File: src/hdl/sas_pkg.sv
// Package for the sorted array store: command and status codes, the
// controller-to-datapath command and status structs.
// No dependencies.
package sas_pkg;

    localparam int CMD_W  = 3;
    localparam int VAL_W  = 32;
    localparam int STAT_W = 2;
    localparam int POS_W  = 4;

    // command codes
    localparam logic [CMD_W-1:0] OP_INSERT = 3'd0;
    localparam logic [CMD_W-1:0] OP_LIST   = 3'd1;
    localparam logic [CMD_W-1:0] OP_FIND   = 3'd2;
    localparam logic [CMD_W-1:0] OP_DELETE = 3'd3;
    localparam logic [CMD_W-1:0] OP_CLEAR  = 3'd4;

    // result status codes
    localparam logic [STAT_W-1:0] ST_OK       = 2'd0;
    localparam logic [STAT_W-1:0] ST_FULL     = 2'd1;
    localparam logic [STAT_W-1:0] ST_EMPTY    = 2'd2;
    localparam logic [STAT_W-1:0] ST_NOTFOUND = 2'd3;

    typedef enum logic [2:0] {K_HOLD, K_CLR, K_LOAD_N, K_INC, K_DEC} t_k_op;
    typedef enum logic [1:0] {N_HOLD, N_INC, N_DEC, N_CLR} t_n_op;
    typedef enum logic [1:0] {POS_ZERO, POS_K, POS_FOUND} t_pos_sel;
    typedef enum logic {ADR_K, ADR_KM1} t_adr_sel;
    typedef enum logic {WD_VAL, WD_DATA} t_wd_sel;

    typedef struct packed {
        logic              capture;
        t_k_op             k_op;
        logic              rd;
        t_adr_sel          rd_adr;
        logic              wr;
        t_adr_sel          wr_adr;
        t_wd_sel           wr_src;
        t_n_op             n_op;
        logic              found_set;
        logic              found_clr;
        logic              res_load;
        logic [STAT_W-1:0] res_status;
        t_pos_sel          res_pos;
        logic              res_last;
        logic              res_data;
        logic              out_load;
    } t_sas_cmd;

    typedef struct packed {
        logic [CMD_W-1:0] op;
        logic             full;
        logic             empty;
        logic             k_zero;
        logic             at_end;
        logic             last_item;
        logic             gt;
        logic             eq;
        logic             found;
        logic             res_last;
        logic             out_free;
    } t_sas_sts;

endpackage

File: src/hdl/sas_ram.sv
// Generic simple dual-port RAM: one write port, one read port with
// registered read data. No dependencies.
module sas_ram #(
    parameter int WIDTH = 32,
    parameter int DEPTH = 16
) (
    input  logic                     i_clk,
    input  logic                     i_we,
    input  logic [$clog2(DEPTH)-1:0] i_waddr,
    input  logic [WIDTH-1:0]         i_wdata,
    input  logic                     i_re,
    input  logic [$clog2(DEPTH)-1:0] i_raddr,
    output logic [WIDTH-1:0]         o_rdata
);

    logic [WIDTH-1:0] r_mem [DEPTH];
    logic [WIDTH-1:0] r_rdata;

    always_ff @(posedge i_clk) begin
        if (i_we) begin
            r_mem[i_waddr] <= i_wdata;
        end
        if (i_re) begin
            r_rdata <= r_mem[i_raddr];
        end
    end

    assign o_rdata = r_rdata;

endmodule

File: src/hdl/sas_dp.sv
// Datapath of the sorted array store: operand and cursor registers, fill
// count, entry RAM, compare logic and the output register.
// Depends on sas_pkg and sas_ram.
module sas_dp #(
    parameter int DEPTH = 16
) (
    input  logic                     i_clk,
    input  logic                     i_rst_n,
    input  sas_pkg::t_sas_cmd        i_cmd,
    output sas_pkg::t_sas_sts        o_sts,
    input  logic [sas_pkg::CMD_W-1:0] i_in_cmd,
    input  logic [sas_pkg::VAL_W-1:0] i_in_val,
    output logic                     o_out_valid,
    input  logic                     i_out_ready,
    output logic [sas_pkg::STAT_W-1:0] o_out_status,
    output logic [sas_pkg::POS_W-1:0]  o_out_pos,
    output logic [sas_pkg::VAL_W-1:0]  o_out_value,
    output logic                     o_out_last
);
    import sas_pkg::*;

    localparam int IW = $clog2(DEPTH);
    localparam int CW = $clog2(DEPTH + 1);
    localparam logic [CW-1:0] DEPTH_CNT = CW'(DEPTH);

    logic [CMD_W-1:0]         r_op;
    logic signed [VAL_W-1:0]  r_operand;
    logic [CW-1:0]            r_k, n_k;
    logic [CW-1:0]            r_n, n_n;
    logic                     r_found;
    logic [POS_W-1:0]         r_found_pos;
    logic [STAT_W-1:0]        r_res_status;
    logic [POS_W-1:0]         r_res_pos;
    logic                     r_res_last;
    logic                     r_res_data;
    logic                     r_out_valid;
    logic [STAT_W-1:0]        r_out_status;
    logic [POS_W-1:0]         r_out_pos;
    logic [VAL_W-1:0]         r_out_value;
    logic                     r_out_last;

    logic [CW-1:0]            w_km1;
    logic [CW-1:0]            w_kp1;
    logic [CW+POS_W-1:0]      w_kext;
    logic [POS_W-1:0]         w_pos_k;
    logic [POS_W-1:0]         w_res_pos;
    logic [IW-1:0]            w_raddr;
    logic [IW-1:0]            w_waddr;
    logic [VAL_W-1:0]         w_wdata;
    logic [VAL_W-1:0]         w_rdata;
    logic                     w_out_free;

    assign w_km1   = r_k - 1'b1;
    assign w_kp1   = r_k + 1'b1;
    assign w_kext  = {{POS_W{1'b0}}, r_k};
    assign w_pos_k = w_kext[POS_W-1:0];

    assign w_raddr = (i_cmd.rd_adr == ADR_KM1) ? w_km1[IW-1:0] : r_k[IW-1:0];
    assign w_waddr = (i_cmd.wr_adr == ADR_KM1) ? w_km1[IW-1:0] : r_k[IW-1:0];
    assign w_wdata = (i_cmd.wr_src == WD_DATA) ? w_rdata : r_operand;

    sas_ram #(
        .WIDTH (VAL_W),
        .DEPTH (DEPTH)
    ) u_ram (
        .i_clk   (i_clk),
        .i_we    (i_cmd.wr),
        .i_waddr (w_waddr),
        .i_wdata (w_wdata),
        .i_re    (i_cmd.rd),
        .i_raddr (w_raddr),
        .o_rdata (w_rdata)
    );

    always_comb begin
        unique case (i_cmd.k_op)
            K_CLR:    n_k = '0;
            K_LOAD_N: n_k = r_n;
            K_INC:    n_k = w_kp1;
            K_DEC:    n_k = w_km1;
            default:  n_k = r_k;
        endcase
    end

    always_comb begin
        unique case (i_cmd.n_op)
            N_INC:   n_n = r_n + 1'b1;
            N_DEC:   n_n = r_n - 1'b1;
            N_CLR:   n_n = '0;
            default: n_n = r_n;
        endcase
    end

    always_comb begin
        unique case (i_cmd.res_pos)
            POS_K:     w_res_pos = w_pos_k;
            POS_FOUND: w_res_pos = r_found_pos;
            default:   w_res_pos = '0;
        endcase
    end

    assign w_out_free = !r_out_valid || i_out_ready;

    // control state
    always_ff @(posedge i_clk) begin
        if (!i_rst_n) begin
            r_n         <= '0;
            r_found     <= 1'b0;
            r_out_valid <= 1'b0;
        end else begin
            r_n <= n_n;
            if (i_cmd.found_clr) begin
                r_found <= 1'b0;
            end else if (i_cmd.found_set) begin
                r_found <= 1'b1;
            end
            if (i_cmd.out_load) begin
                r_out_valid <= 1'b1;
            end else if (i_out_ready) begin
                r_out_valid <= 1'b0;
            end
        end
    end

    // payload
    always_ff @(posedge i_clk) begin
        r_k <= n_k;
        if (i_cmd.capture) begin
            r_op      <= i_in_cmd;
            r_operand <= i_in_val;
        end
        if (i_cmd.found_set) begin
            r_found_pos <= w_pos_k;
        end
        if (i_cmd.res_load) begin
            r_res_status <= i_cmd.res_status;
            r_res_pos    <= w_res_pos;
            r_res_last   <= i_cmd.res_last;
            r_res_data   <= i_cmd.res_data;
        end
        if (i_cmd.out_load) begin
            r_out_status <= r_res_status;
            r_out_pos    <= r_res_pos;
            r_out_value  <= r_res_data ? w_rdata : '0;
            r_out_last   <= r_res_last;
        end
    end

    assign o_sts.op        = r_op;
    assign o_sts.full      = (r_n == DEPTH_CNT);
    assign o_sts.empty     = (r_n == '0);
    assign o_sts.k_zero    = (r_k == '0);
    assign o_sts.at_end    = (r_k == r_n);
    assign o_sts.last_item = (w_kp1 == r_n);
    assign o_sts.gt        = ($signed(w_rdata) > r_operand);
    assign o_sts.eq        = ($signed(w_rdata) == r_operand);
    assign o_sts.found     = r_found;
    assign o_sts.res_last  = r_res_last;
    assign o_sts.out_free  = w_out_free;

    assign o_out_valid  = r_out_valid;
    assign o_out_status = r_out_status;
    assign o_out_pos    = r_out_pos;
    assign o_out_value  = r_out_value;
    assign o_out_last   = r_out_last;

endmodule

File: src/hdl/sas_ctrl.sv
// Controller of the sorted array store: sequences each command over the
// entry RAM and the output register. Depends on sas_pkg.
module sas_ctrl (
    input  logic              i_clk,
    input  logic              i_rst_n,
    input  logic              i_in_valid,
    output logic              o_in_ready,
    input  sas_pkg::t_sas_sts i_sts,
    output sas_pkg::t_sas_cmd o_cmd
);
    import sas_pkg::*;

    localparam logic [2:0] S_IDLE    = 3'd0;
    localparam logic [2:0] S_DISP    = 3'd1;
    localparam logic [2:0] S_INS_CHK = 3'd2;
    localparam logic [2:0] S_INS_EV  = 3'd3;
    localparam logic [2:0] S_RD      = 3'd4;
    localparam logic [2:0] S_EV      = 3'd5;
    localparam logic [2:0] S_EMIT    = 3'd6;

    logic [2:0] r_state, n_state;

    assign o_in_ready = (r_state == S_IDLE);

    always_comb begin
        o_cmd   = '0;
        n_state = r_state;
        unique case (r_state)
            S_IDLE: begin
                if (i_in_valid) begin
                    o_cmd.capture = 1'b1;
                    n_state       = S_DISP;
                end
            end
            S_DISP: begin
                o_cmd.res_last = 1'b1;
                unique case (i_sts.op)
                    OP_INSERT: begin
                        if (i_sts.full) begin
                            o_cmd.res_load   = 1'b1;
                            o_cmd.res_status = ST_FULL;
                            n_state          = S_EMIT;
                        end else begin
                            o_cmd.k_op = K_LOAD_N;
                            n_state    = S_INS_CHK;
                        end
                    end
                    OP_LIST, OP_DELETE: begin
                        if (i_sts.empty) begin
                            o_cmd.res_load   = 1'b1;
                            o_cmd.res_status = ST_EMPTY;
                            n_state          = S_EMIT;
                        end else begin
                            o_cmd.k_op      = K_CLR;
                            o_cmd.found_clr = 1'b1;
                            n_state         = S_RD;
                        end
                    end
                    OP_FIND: begin
                        o_cmd.k_op = K_CLR;
                        n_state    = S_RD;
                    end
                    OP_CLEAR: begin
                        o_cmd.n_op       = N_CLR;
                        o_cmd.res_load   = 1'b1;
                        o_cmd.res_status = ST_OK;
                        n_state          = S_EMIT;
                    end
                    default: begin
                        n_state = S_IDLE;
                    end
                endcase
            end
            S_INS_CHK: begin
                // slot k is free; bottom reached means the value lands at 0
                if (i_sts.k_zero) begin
                    o_cmd.wr         = 1'b1;
                    o_cmd.wr_src     = WD_VAL;
                    o_cmd.n_op       = N_INC;
                    o_cmd.res_load   = 1'b1;
                    o_cmd.res_status = ST_OK;
                    o_cmd.res_pos    = POS_K;
                    o_cmd.res_last   = 1'b1;
                    n_state          = S_EMIT;
                end else begin
                    o_cmd.rd     = 1'b1;
                    o_cmd.rd_adr = ADR_KM1;
                    n_state      = S_INS_EV;
                end
            end
            S_INS_EV: begin
                o_cmd.wr = 1'b1;
                if (i_sts.gt) begin
                    // move the larger entry up one slot
                    o_cmd.wr_src = WD_DATA;
                    o_cmd.k_op   = K_DEC;
                    n_state      = S_INS_CHK;
                end else begin
                    o_cmd.wr_src     = WD_VAL;
                    o_cmd.n_op       = N_INC;
                    o_cmd.res_load   = 1'b1;
                    o_cmd.res_status = ST_OK;
                    o_cmd.res_pos    = POS_K;
                    o_cmd.res_last   = 1'b1;
                    n_state          = S_EMIT;
                end
            end
            S_RD: begin
                if (i_sts.at_end) begin
                    o_cmd.res_load = 1'b1;
                    o_cmd.res_last = 1'b1;
                    if (i_sts.op == OP_DELETE && i_sts.found) begin
                        o_cmd.n_op       = N_DEC;
                        o_cmd.res_status = ST_OK;
                        o_cmd.res_pos    = POS_FOUND;
                    end else begin
                        o_cmd.res_status = ST_NOTFOUND;
                    end
                    n_state = S_EMIT;
                end else begin
                    o_cmd.rd = 1'b1;
                    n_state  = S_EV;
                end
            end
            S_EV: begin
                priority if (i_sts.op == OP_LIST) begin
                    o_cmd.res_load   = 1'b1;
                    o_cmd.res_status = ST_OK;
                    o_cmd.res_pos    = POS_K;
                    o_cmd.res_last   = i_sts.last_item;
                    o_cmd.res_data   = 1'b1;
                    n_state          = S_EMIT;
                end else if (i_sts.op == OP_FIND && i_sts.eq) begin
                    o_cmd.res_load   = 1'b1;
                    o_cmd.res_status = ST_OK;
                    o_cmd.res_pos    = POS_K;
                    o_cmd.res_last   = 1'b1;
                    n_state          = S_EMIT;
                end else begin
                    // delete: after the match, pull each entry down one slot
                    if (i_sts.op == OP_DELETE) begin
                        if (i_sts.found) begin
                            o_cmd.wr     = 1'b1;
                            o_cmd.wr_adr = ADR_KM1;
                            o_cmd.wr_src = WD_DATA;
                        end else if (i_sts.eq) begin
                            o_cmd.found_set = 1'b1;
                        end
                    end
                    o_cmd.k_op = K_INC;
                    n_state    = S_RD;
                end
            end
            S_EMIT: begin
                if (i_sts.out_free) begin
                    o_cmd.out_load = 1'b1;
                    if (i_sts.op == OP_LIST && !i_sts.res_last) begin
                        o_cmd.k_op = K_INC;
                        n_state    = S_RD;
                    end else begin
                        n_state = S_IDLE;
                    end
                end
            end
            default: begin
                n_state = S_IDLE;
            end
        endcase
    end

    always_ff @(posedge i_clk) begin
        if (!i_rst_n) begin
            r_state <= S_IDLE;
        end else begin
            r_state <= n_state;
        end
    end

endmodule

File: src/hdl/sorted_array_store.sv
// Top level of the sorted array store: stream ports around the controller
// and the datapath. Depends on sas_pkg, sas_ctrl and sas_dp.
//
// Usage: the block keeps up to DEPTH signed 32-bit values in ascending order
// (duplicates allowed). Each transfer on the slave stream carries one
// command in tuser and its operand in tdata: insert, list, find, delete or
// clear. Commands 5 to 7 are dropped without a result. Results leave on the
// master stream, status in tuser and position/value in tdata; tlast marks
// the final result of a command. List gives one result per stored entry
// (or one empty result); every other command gives exactly one result.
// One command is worked at a time; tready is high only while idle. Each
// entry visited costs one RAM read and one compare. Insert reads and moves
// up each larger entry until the value finds its slot, or lands at position
// 0; find stops at the first hit and reads every entry on a miss; delete
// always walks the whole store; list reads every entry. Reset empties the
// store at once (fill count to zero, no RAM sweep) and drops any pending
// result. When the receiver stalls, the result is held in the output
// register and the controller waits before producing the next.
module sorted_array_store #(
    parameter int DEPTH = 16
) (
    input  logic        i_clk,
    input  logic        i_rst_n,
    input  logic        s_axis_tvalid,
    output logic        s_axis_tready,
    input  logic [31:0] s_axis_tdata,  // [31:0] operand_value
    input  logic [2:0]  s_axis_tuser,  // [2:0] command
    output logic        m_axis_tvalid,
    input  logic        m_axis_tready,
    output logic [39:0] m_axis_tdata,  // [3:0] position, [35:4] entry_value, rest zero
    output logic [1:0]  m_axis_tuser,  // [1:0] status
    output logic        m_axis_tlast
);
    import sas_pkg::*;

    t_sas_cmd          w_cmd;
    t_sas_sts          w_sts;
    logic [POS_W-1:0]  w_pos;
    logic [VAL_W-1:0]  w_value;

    sas_ctrl u_ctrl (
        .i_clk      (i_clk),
        .i_rst_n    (i_rst_n),
        .i_in_valid (s_axis_tvalid),
        .o_in_ready (s_axis_tready),
        .i_sts      (w_sts),
        .o_cmd      (w_cmd)
    );

    sas_dp #(
        .DEPTH (DEPTH)
    ) u_dp (
        .i_clk        (i_clk),
        .i_rst_n      (i_rst_n),
        .i_cmd        (w_cmd),
        .o_sts        (w_sts),
        .i_in_cmd     (s_axis_tuser),
        .i_in_val     (s_axis_tdata),
        .o_out_valid  (m_axis_tvalid),
        .i_out_ready  (m_axis_tready),
        .o_out_status (m_axis_tuser),
        .o_out_pos    (w_pos),
        .o_out_value  (w_value),
        .o_out_last   (m_axis_tlast)
    );

    // pack position and value, pad to whole bytes
    assign m_axis_tdata = {4'b0000, w_value, w_pos};

endmodule
File: config.mk
export PLATFORM = sky130hd
export DESIGN_NAME = sorted_array_store
export DESIGN_NICKNAME = d
export VERILOG_FILES = /design/src/hdl/sas_pkg.sv /design/src/hdl/sas_ram.sv /design/src/hdl/sas_dp.sv /design/src/hdl/sas_ctrl.sv /design/src/hdl/sorted_array_store.sv
export SDC_FILE = /design/constraint.sdc
export NUM_CORES = 1
export LEC_CHECK = 0
export BUFFER_PORTS_ARGS = -buffer_cell sky130_fd_sc_hd__buf_4
export CORE_MARGIN = 4
export CORE_UTILIZATION = 30
export CTS_CLUSTER_DIAMETER = 80
export DETAILED_ROUTE_END_ITERATION = 7
export GPL_TIMING_DRIVEN = 0
export PLACE_DENSITY_LB_ADDON = 0.05
export SLEW_MARGIN = 15
export SYNTH_ARGS = -nofsm -noshare
export SYNTH_HDL_FRONTEND = slang
export SYNTH_HIERARCHICAL = 1
export SYNTH_SLANG_ARGS = --single-unit
File: constraint.sdc
create_clock -name i_clk -period 10.72 [get_ports i_clk]
set_input_delay 1.072 -clock i_clk [delete_from_list [all_inputs] [get_ports i_clk]]
set_output_delay 1.072 -clock i_clk [all_outputs]
set_load 0.05 [all_outputs]
# --- After elaboration in Yosys (flattened, before gate mapping) ---
# Memory sizes are Yosys's and may differ from the RTL's. A register that Yosys moved wholly into a read port is not among the register bits.
# Cells that the tools add are included.
classes:
  addsub: 4
  n_lt_le_gt_ge: 1
  n_eq_ne: 25
  muxes: 76
  n_bitwise: 1
  reduce_logical: 16
op_table:
  columns: ["op", "n"]
  rows:
  - ["$mux W3", 16]
  - ["$eq A32 B32 Y1", 1]
  - ["$gt A32 B32 Y1", 1]
  - ["$mux W32", 1]
  - ["$mux W6", 5]
  - ["$mux W1", 26]
  - ["$pmux W3 S4", 2]
  - ["$mux W2", 11]
  - ["$pmux W3 S7", 1]
  - ["$pmux W5 S4", 1]
  - ["$eq A3 B2 Y1 const B", 6]
  - ["$pmux W3 S3", 2]
  - ["$pmux W2 S4", 2]
  - ["$eq A3 B3 Y1 const B", 5]
  - ["$pmux W3 S5", 1]
  - ["$pmux W5 S3", 1]
  - ["$add A5 B1 Y5 const B", 2]
  - ["$eq A5 B5 Y1", 2]
  - ["$logic_not A5 Y1", 2]
  - ["$sub A5 B1 Y5 const B", 2]
  - ["$eq A3 B1 Y1 const B", 3]
  - ["$mux W4", 2]
  - ["$pmux W4 S2", 1]
  - ["$eq A2 B2 Y1 const B", 3]
  - ["other kinds (17)", 24]
totals:
  ff_bits: 101
  mem_bits_rw: 512
  input_bits: 39
  mem_count: 1
memory_table:
  columns: ["memory", "words", "width", "rd", "rd_clocked_by_memory_dff", "wr", "line", "source"]
  rows:
  - ["u_dp.u_ram.r_mem", 16, 32, 1, 1, 1, "sas_ram.sv:16", "logic [WIDTH-1:0] r_mem [DEPTH];"]

# --- Logic depth before layout (Yosys ltp) ---
# Gate-level depths: netlist of run 1.
logic_depth:
  depth_word: 7
  ltp_mapped: 17
  ltp_nobuf: 17

# --- By module ---
# The synthesis of run 1 kept the hierarchy.
modules_own_cells:
  columns: ["module", "instances", "cells_per_inst", "area_per_inst_um2"]
  rows:
  - ["sas_ram", 1, 838, 20155.6]
  - ["sas_dp", 1, 441, 5082.4]
  - ["sas_ctrl", 1, 87, 574.3]
  - ["sorted_array_store", 1, 5, 33.8]

# --- Least setup slack after synthesis of run 1 ---
# OpenSTA, ideal clock, no wires.
synth_path:
  path_kind: "flip-flop to flip-flop"
  from: "register u_dp.r_k[0]"
  to: "memory u_dp.u_ram.r_mem[0][0] (enable)"
  setup_time_ps: 461
  arrival_ps: 4188
  t_required_ps: 10259
  path_slack_ps: 6071
  stages_incl_launch_ff: 9
  cell_sequence: "edfxtp_1 clkbuf_1 inv_1 ha_1 nor4b_1 or2_2 a21o_1 or3b_2 nor3_1"
synth_lines:
  columns: ["element", "line", "source"]
  rows:
  - ["start: declaration", "sas_dp.sv:28", "logic [CW-1:0] r_k, n_k;"]
  - ["start signal: assignment", "sas_dp.sv:127", "r_k <= n_k;"]
  - ["end: declaration", "sas_ram.sv:16", null]

==> results.cfg, run 1 <==
[global_route]
antenna_found_initial = 2
grt_pass1_wl_mm = 107
grt_pass1_vias = 14336
grt_overflow = 0
grt_max_degree = 27
grtUsageTotal_pct = 16.7

[floorplan]
die_w_um = 302
start_util_pct = 30.3
dieArea_mm2 = 0.0909
rows = 107
num_io_pins = 84
coreArea_mm2 = 0.0853
die_h_um = 302

[sta]
max_clock_freq_mhz = 171
post-route-period-util_pct = 54.4
final_max_slew_viol_count = 0
relSlewSlack_pct = 10.9
timing.setup.tns_ns = 0
setup_ws_ns = 4.88
worst_clock_skew_ns = 0.0186
min_period_ns = 5.84
hold_violations = 0
setup_viol = 0
tightest_slew_ns = 1.34
rsz0062_at_grt = no
whs_ns = 0.420

[cts]
cts_root_buffer = clkbuf_16
cts_setup_buffers = 0
cts_resized = 0
clkTransAtPathRegs_ns = 0.05
clock_latency_ns = 0.61
cts_tree = built
cts_hold_buf = 0
cts.path.max_buffers = 3
clock-sinks = 645
numCtsBuffers = 78
htreeDepth = 3

[finish]
final_cell_mix = 635 x edfxtp_1, 129 x buf_4, 128 x mux4_2
drive_above_1_share_pct = 26.8
mostFrequentLayoutCell = edfxtp_1
syn2layout_area_growth_pct = 21.5
num_antenna_cells = 0
nNetsFinal = 1680
stdcell_area_mm2 = 0.0314

[synthesis]
avgSynthCellArea_um2 = 18.9
synth_flop_cell = edfxtp_1
synthDistinctLibCells = 65
synthesis.area_mm2 = 0.0258
synth-edff-count = 635
seq_area_frac_synth_pct = 74.6
synth_warnings = 6
ys_ff_latch = 645
async_flop_share_pct = 0
syn_inst = 1371

[critical_path]
path_max_fanout = 16
worstPathRequired_ns = 10.89
crit_type = flip-flop to flip-flop
cp_data_arrival_time_ns = 6.01
endpoint_kind = flip-flop
crit_path_start_kind = flip-flop

[place]
port_buffers = 79
gp_congestion = 0.741
dp_hpwl_mm = 50.7
placed_area_mm2 = 0.0290
post-place-ws_ns = 4.88

[job]
drv_cap = 0

[min_path]
hold_path.class = flip-flop to flip-flop

[routing]
vias_per_cell = 4.93
wl_per_cell_um = 27.0
routed_wirelength_mm = 75.5
detail-route-antenna-nets = 0
vias = 13790
dr.pass1.iters = 5
drtIter0Drc = 1275
drc = 0

[power]
ir_drop_uv = 121
p_per_area_mw_per_mm2 = 230
p_leak_nw = 10.4

[run_status]
outcome = completed
==> report_power, final <==
part	switching (mW)	internal, mW
registers	0.0653	3.05
clock network	1.03	1.46
logic	0.994	0.614
==> cell families after synthesis <==
family	count (synthesis)	synth area share [%]
buf+inv	113	1.97
flops	645	74.6
xor+xnor	22	0.746
fa+ha+maj	41	2.01
simple gates	243	4.73
mux	134	11.4
other cells	1	0.0145
compound gates	172	4.57
==> metrics by stage <==
step / utilization (%) / instances / total power [mW]
2_1_floorplan: - / 1374 / 4.16
3_3_place_gp: 32.7 / 2597 / 4.76
3_5_place_dp: 34.0 / 2664 / 4.81
4_1_cts: 36.8 / 2798 / 7.33
5_1_grt: 36.8 / 2798 / 7.56
6_report: 36.8 / 2798 / 7.21
==> final timing paths <==
kind	start	endpoint	slack, ns	cells past startpoint
setup / recovery	u_dp/r_operand[31]	u_dp/u_ram/r_mem[13][30]	4.88	11
hold / removal	u_dp/r_res_pos[1]	u_dp/o_out_pos[1]	0.42	0
setup reg to reg	u_dp/r_operand[31]	u_dp/u_ram/r_mem[13][30]	4.88	11
hold reg to reg	u_dp/r_res_pos[1]	u_dp/o_out_pos[1]	0.42	0
==> synthesized netlist by cell type, types with 7 or more instances <==
| master | instances | area share (%) |
|---|---|---|
| nor3_1 | 11 | 0.21 |
| dfxtp_1 | 10 | 0.77 |
| xor2_1 | 9 | 0.30 |
| a21oi_1 | 19 | 0.37 |
| edfxtp_1 | 635 | 74 |
| o21ai_0 | 41 | 0.79 |
| ha_1 | 40 | 1.9 |
| nand4_1 | 7 | 0.17 |
| buf_2 | 11 | 0.21 |
| nand2_1 | 91 | 1.3 |
| xnor2_1 | 13 | 0.44 |
| inv_1 | 43 | 0.62 |
| a21o_1 | 7 | 0.20 |
| buf_4 | 17 | 0.49 |
| clkbuf_1 | 31 | 0.45 |
| buf_1 | 10 | 0.15 |
| nor2b_1 | 14 | 0.34 |
| nand3_1 | 11 | 0.21 |
| nor2_1 | 41 | 0.60 |
| mux4_2 | 128 | 11 |
| and2_1 | 37 | 0.90 |
| a22oi_1 | 70 | 2.0 |
==> registers in the layout, indices dropped and copies added (netlist names), 4 cells and up <==
signal	cells
u_dp/r_found_pos	4
u_dp/o_out_value	32
u_dp/r_res_pos	4
u_dp/r_operand	32
u_dp/o_out_pos	4
u_dp/u_ram/r_mem	512
u_dp/u_ram/o_rdata	32
u_dp/r_k	5
u_dp/r_n	5
==> worst max-delay path, stage by stage, from the launching register on <==
cell	delay, ns
edfxtp_1	0.31
inv_1	0.10
ha_1	0.44
nand4_1	0.39
nor4_4	0.59
o32ai_1	0.28
a211oi_2	0.39
nand2_1	0.15
o22ai_1	0.23
clkbuf_1	0.79
clkbuf_1	1.05
o21ai_1	0.64
==> routing by layer <==
metal	track usage, %	wire, um
met5	0	13
met2	26.4	35600
met3	3.43	4440
met1	23.5	34000
met4	4.35	1420
==> area by class of cell <==
type	instances	area, um^2
well taps	1144	1430
inverters	43	161
fillers	7920	53900
flip-flops and latches	645	19300
clock buffers	100	2080
repair buffers	146	1620
plain buffers	70	348
clock inverters	34	285
multi-input cells	616	6210
Power figures use the tool's default switching activity.
==> run 2: changes to the inputs <==
==> constraint.sdc (replaced) <==
create_clock -name i_clk -period 5.55 [get_ports i_clk]
set_input_delay 0.555 -clock i_clk [delete_from_list [all_inputs] [get_ports i_clk]]
set_output_delay 0.555 -clock i_clk [all_outputs]
set_load 0.05 [all_outputs]
==> run 2 against run 1 <==
Net effect:
- fmax rose by 12%
- hold slack got worse by 0.30 ns
- global-route usage did not move
- critical path type unchanged
- highest routed layer unchanged
==> results.cfg, run 2 (synthesis gave the netlist of run 1 again) <==
[cts]
numCtsBuffers = 78
clkTransAtPathRegs_ns = 0.05
cts_root_buffer = clkbuf_16
cts_setup_buffers = 0
htreeDepth = 3
cts.path.max_buffers = 3
cts_tree = built
clock_latency_ns = 0.61
clock-sinks = 645

[finish]
fill_cells = 7920
multi_input_comb_area_mm2 = 0.00621
final_cell_mix = 635 x edfxtp_1, 129 x buf_4, 128 x mux4_2
top_register = u_dp/u_ram/r_mem
syn2layout_area_growth_pct = 21.5
drive_above_1_share_pct = 26.9
nNetsFinal = 1680
num_antenna_cells = 0
regArea_mm2 = 0.0193
stdcell_area_mm2 = 0.0314
largest_register_ffs = 512
mostFrequentLayoutCell = edfxtp_1

[routing]
detail-route-antenna-nets = 0
drtIter0Drc = 1299
drc = 0
dr.pass1.iters = 5
wl_per_cell_um = 27.0
vias = 13779
routed_wirelength_mm = 75.4
vias_per_cell = 4.92

[floorplan]
coreArea_mm2 = 0.0853
start_util_pct = 30.3
rows = 107
die_w_um = 302
num_io_pins = 84
dieArea_mm2 = 0.0909
die_h_um = 302

[sta]
setup_viol = 0
max_clock_freq_mhz = 193
post-route-period-util_pct = 93.5
min_period_ns = 5.19
hold_violations = 0
tightest_slew_ns = 1.17
relSlewSlack_pct = 21.9
final_max_slew_viol_count = 0
worst_clock_skew_ns = 0.0183
whs_ns = 0.117
timing.setup.tns_ns = 0
rsz0062_at_grt = no

[critical_path]
endpoint_kind = flip-flop
rr_worst_depth = 12
crit_path_start_kind = flip-flop
worstPathRequired_ns = 5.91
r2r_end = u_dp/u_ram/r_mem[12][13]
path_max_fanout = 10
cp_data_arrival_time_ns = 5.55
rrSetupSlack_ns = 0.36
crit_type = flip-flop to flip-flop
regToRegStartpoint = u_dp/r_operand[31]

[power]
p_per_area_mw_per_mm2 = 443
finalPower_mw = 13.9
ir_drop_uv = 233
p_leak_nw = 10.4

[min_path]
hp-start = s_axis_tdata[2]
hold_path.class = input pin to flip-flop
hold-path-endpoint = u_dp/r_operand[2]
holdPathStages = 1

[run_status]
outcome = completed

[place]
gp_congestion = 0.741
port_buffers = 79
placed_area_mm2 = 0.0290
dp_hpwl_mm = 50.7

[global_route]
grt_overflow = 0
antenna_found_initial = 2
grt_max_degree = 27
grt_pass1_wl_mm = 107
grt_pass1_vias = 14336
grtUsageTotal_pct = 16.7

[job]
drv_cap = 0
## run 2: cell counts in the layout (fill, tap and decap cells not counted)
Identical to the previous run, type by type.
## run 2: how the worst max path moves through the flow
stage	to	slack [ns]	from	depth (start not counted)
6_report	u_dp/u_ram/r_mem[12][13]	0.36	u_dp/r_operand[31]	12
5_1_grt	u_dp/u_ram/r_mem[6][27]	0.005	u_dp/u_ram/o_rdata[31]	11
4_1_cts	u_dp/u_ram/r_mem[11][26]	0.26	u_dp/u_ram/o_rdata[31]	11
3_5_place_dp	u_dp/u_ram/r_mem[14][21]	-0.29	u_dp/u_ram/o_rdata[31]	11
3_3_place_gp	u_dp/u_ram/r_mem[4][13]	-3.26	u_dp/r_k[0]	8
2_1_floorplan	u_dp/u_ram/r_mem[0][0]	0.90	u_dp/r_k[0]	8
## run 2: power by group
part | leakage, nW | internal [mW] | total, mW | switching (mW)
logic | 3.38 | 1.19 | 3.10 | 1.92
clock network | 1.16 | 2.82 | 4.80 | 1.98
registers | 5.82 | 5.89 | 6.02 | 0.127
## run 2: routing by layer
layer  up-vias  wire [um]  track usage, %
met3        86       4470            3.43
met2       396      35500            26.4
li1       5978          -               -
met1      7317      34000            23.5
met4         2       1400            4.35
met5         -         13               0
## run 2: layout make-up
class,count,share of cell area [%]
inverter,43,0.514
multi-input combinational,616,19.8
tap,1144,4.56
sequential,645,61.4
timing repair buffer,146,5.16
clock inverter,34,0.909
buffer,70,1.12
clock buffer,100,6.61
## run 2: stage by stage
step	cells	utilization, %	setup WS [ns]
after global routing	2798	36.8	0.00489
after floorplan	1374	-	0.901
after CTS	2798	36.8	0.255
after detailed placement	2664	34.0	-0.291
final	2798	36.8	0.358
after global placement	2597	32.7	-3.26
## run 2: critical path: stages, from the launching register on
cell	delay, ns
edfxtp_1	0.31
inv_1	0.10
ha_1	0.44
nand4_1	0.39
nor4_4	0.59
o32ai_1	0.28
a211oi_2	0.40
nand2_1	0.15
o22ai_1	0.23
clkbuf_2	0.44
clkbuf_1	0.78
o21ai_1	0.49
buf_4	0.30
## run 2: timing repair
| action | 4_1_cts | 5_1_grt |
|---|---|---|
| hold buffers | 0 | 0 |
| gates resized for setup | 2 | 0 |
| endpoints found under the setup margin | 302 | 0 |
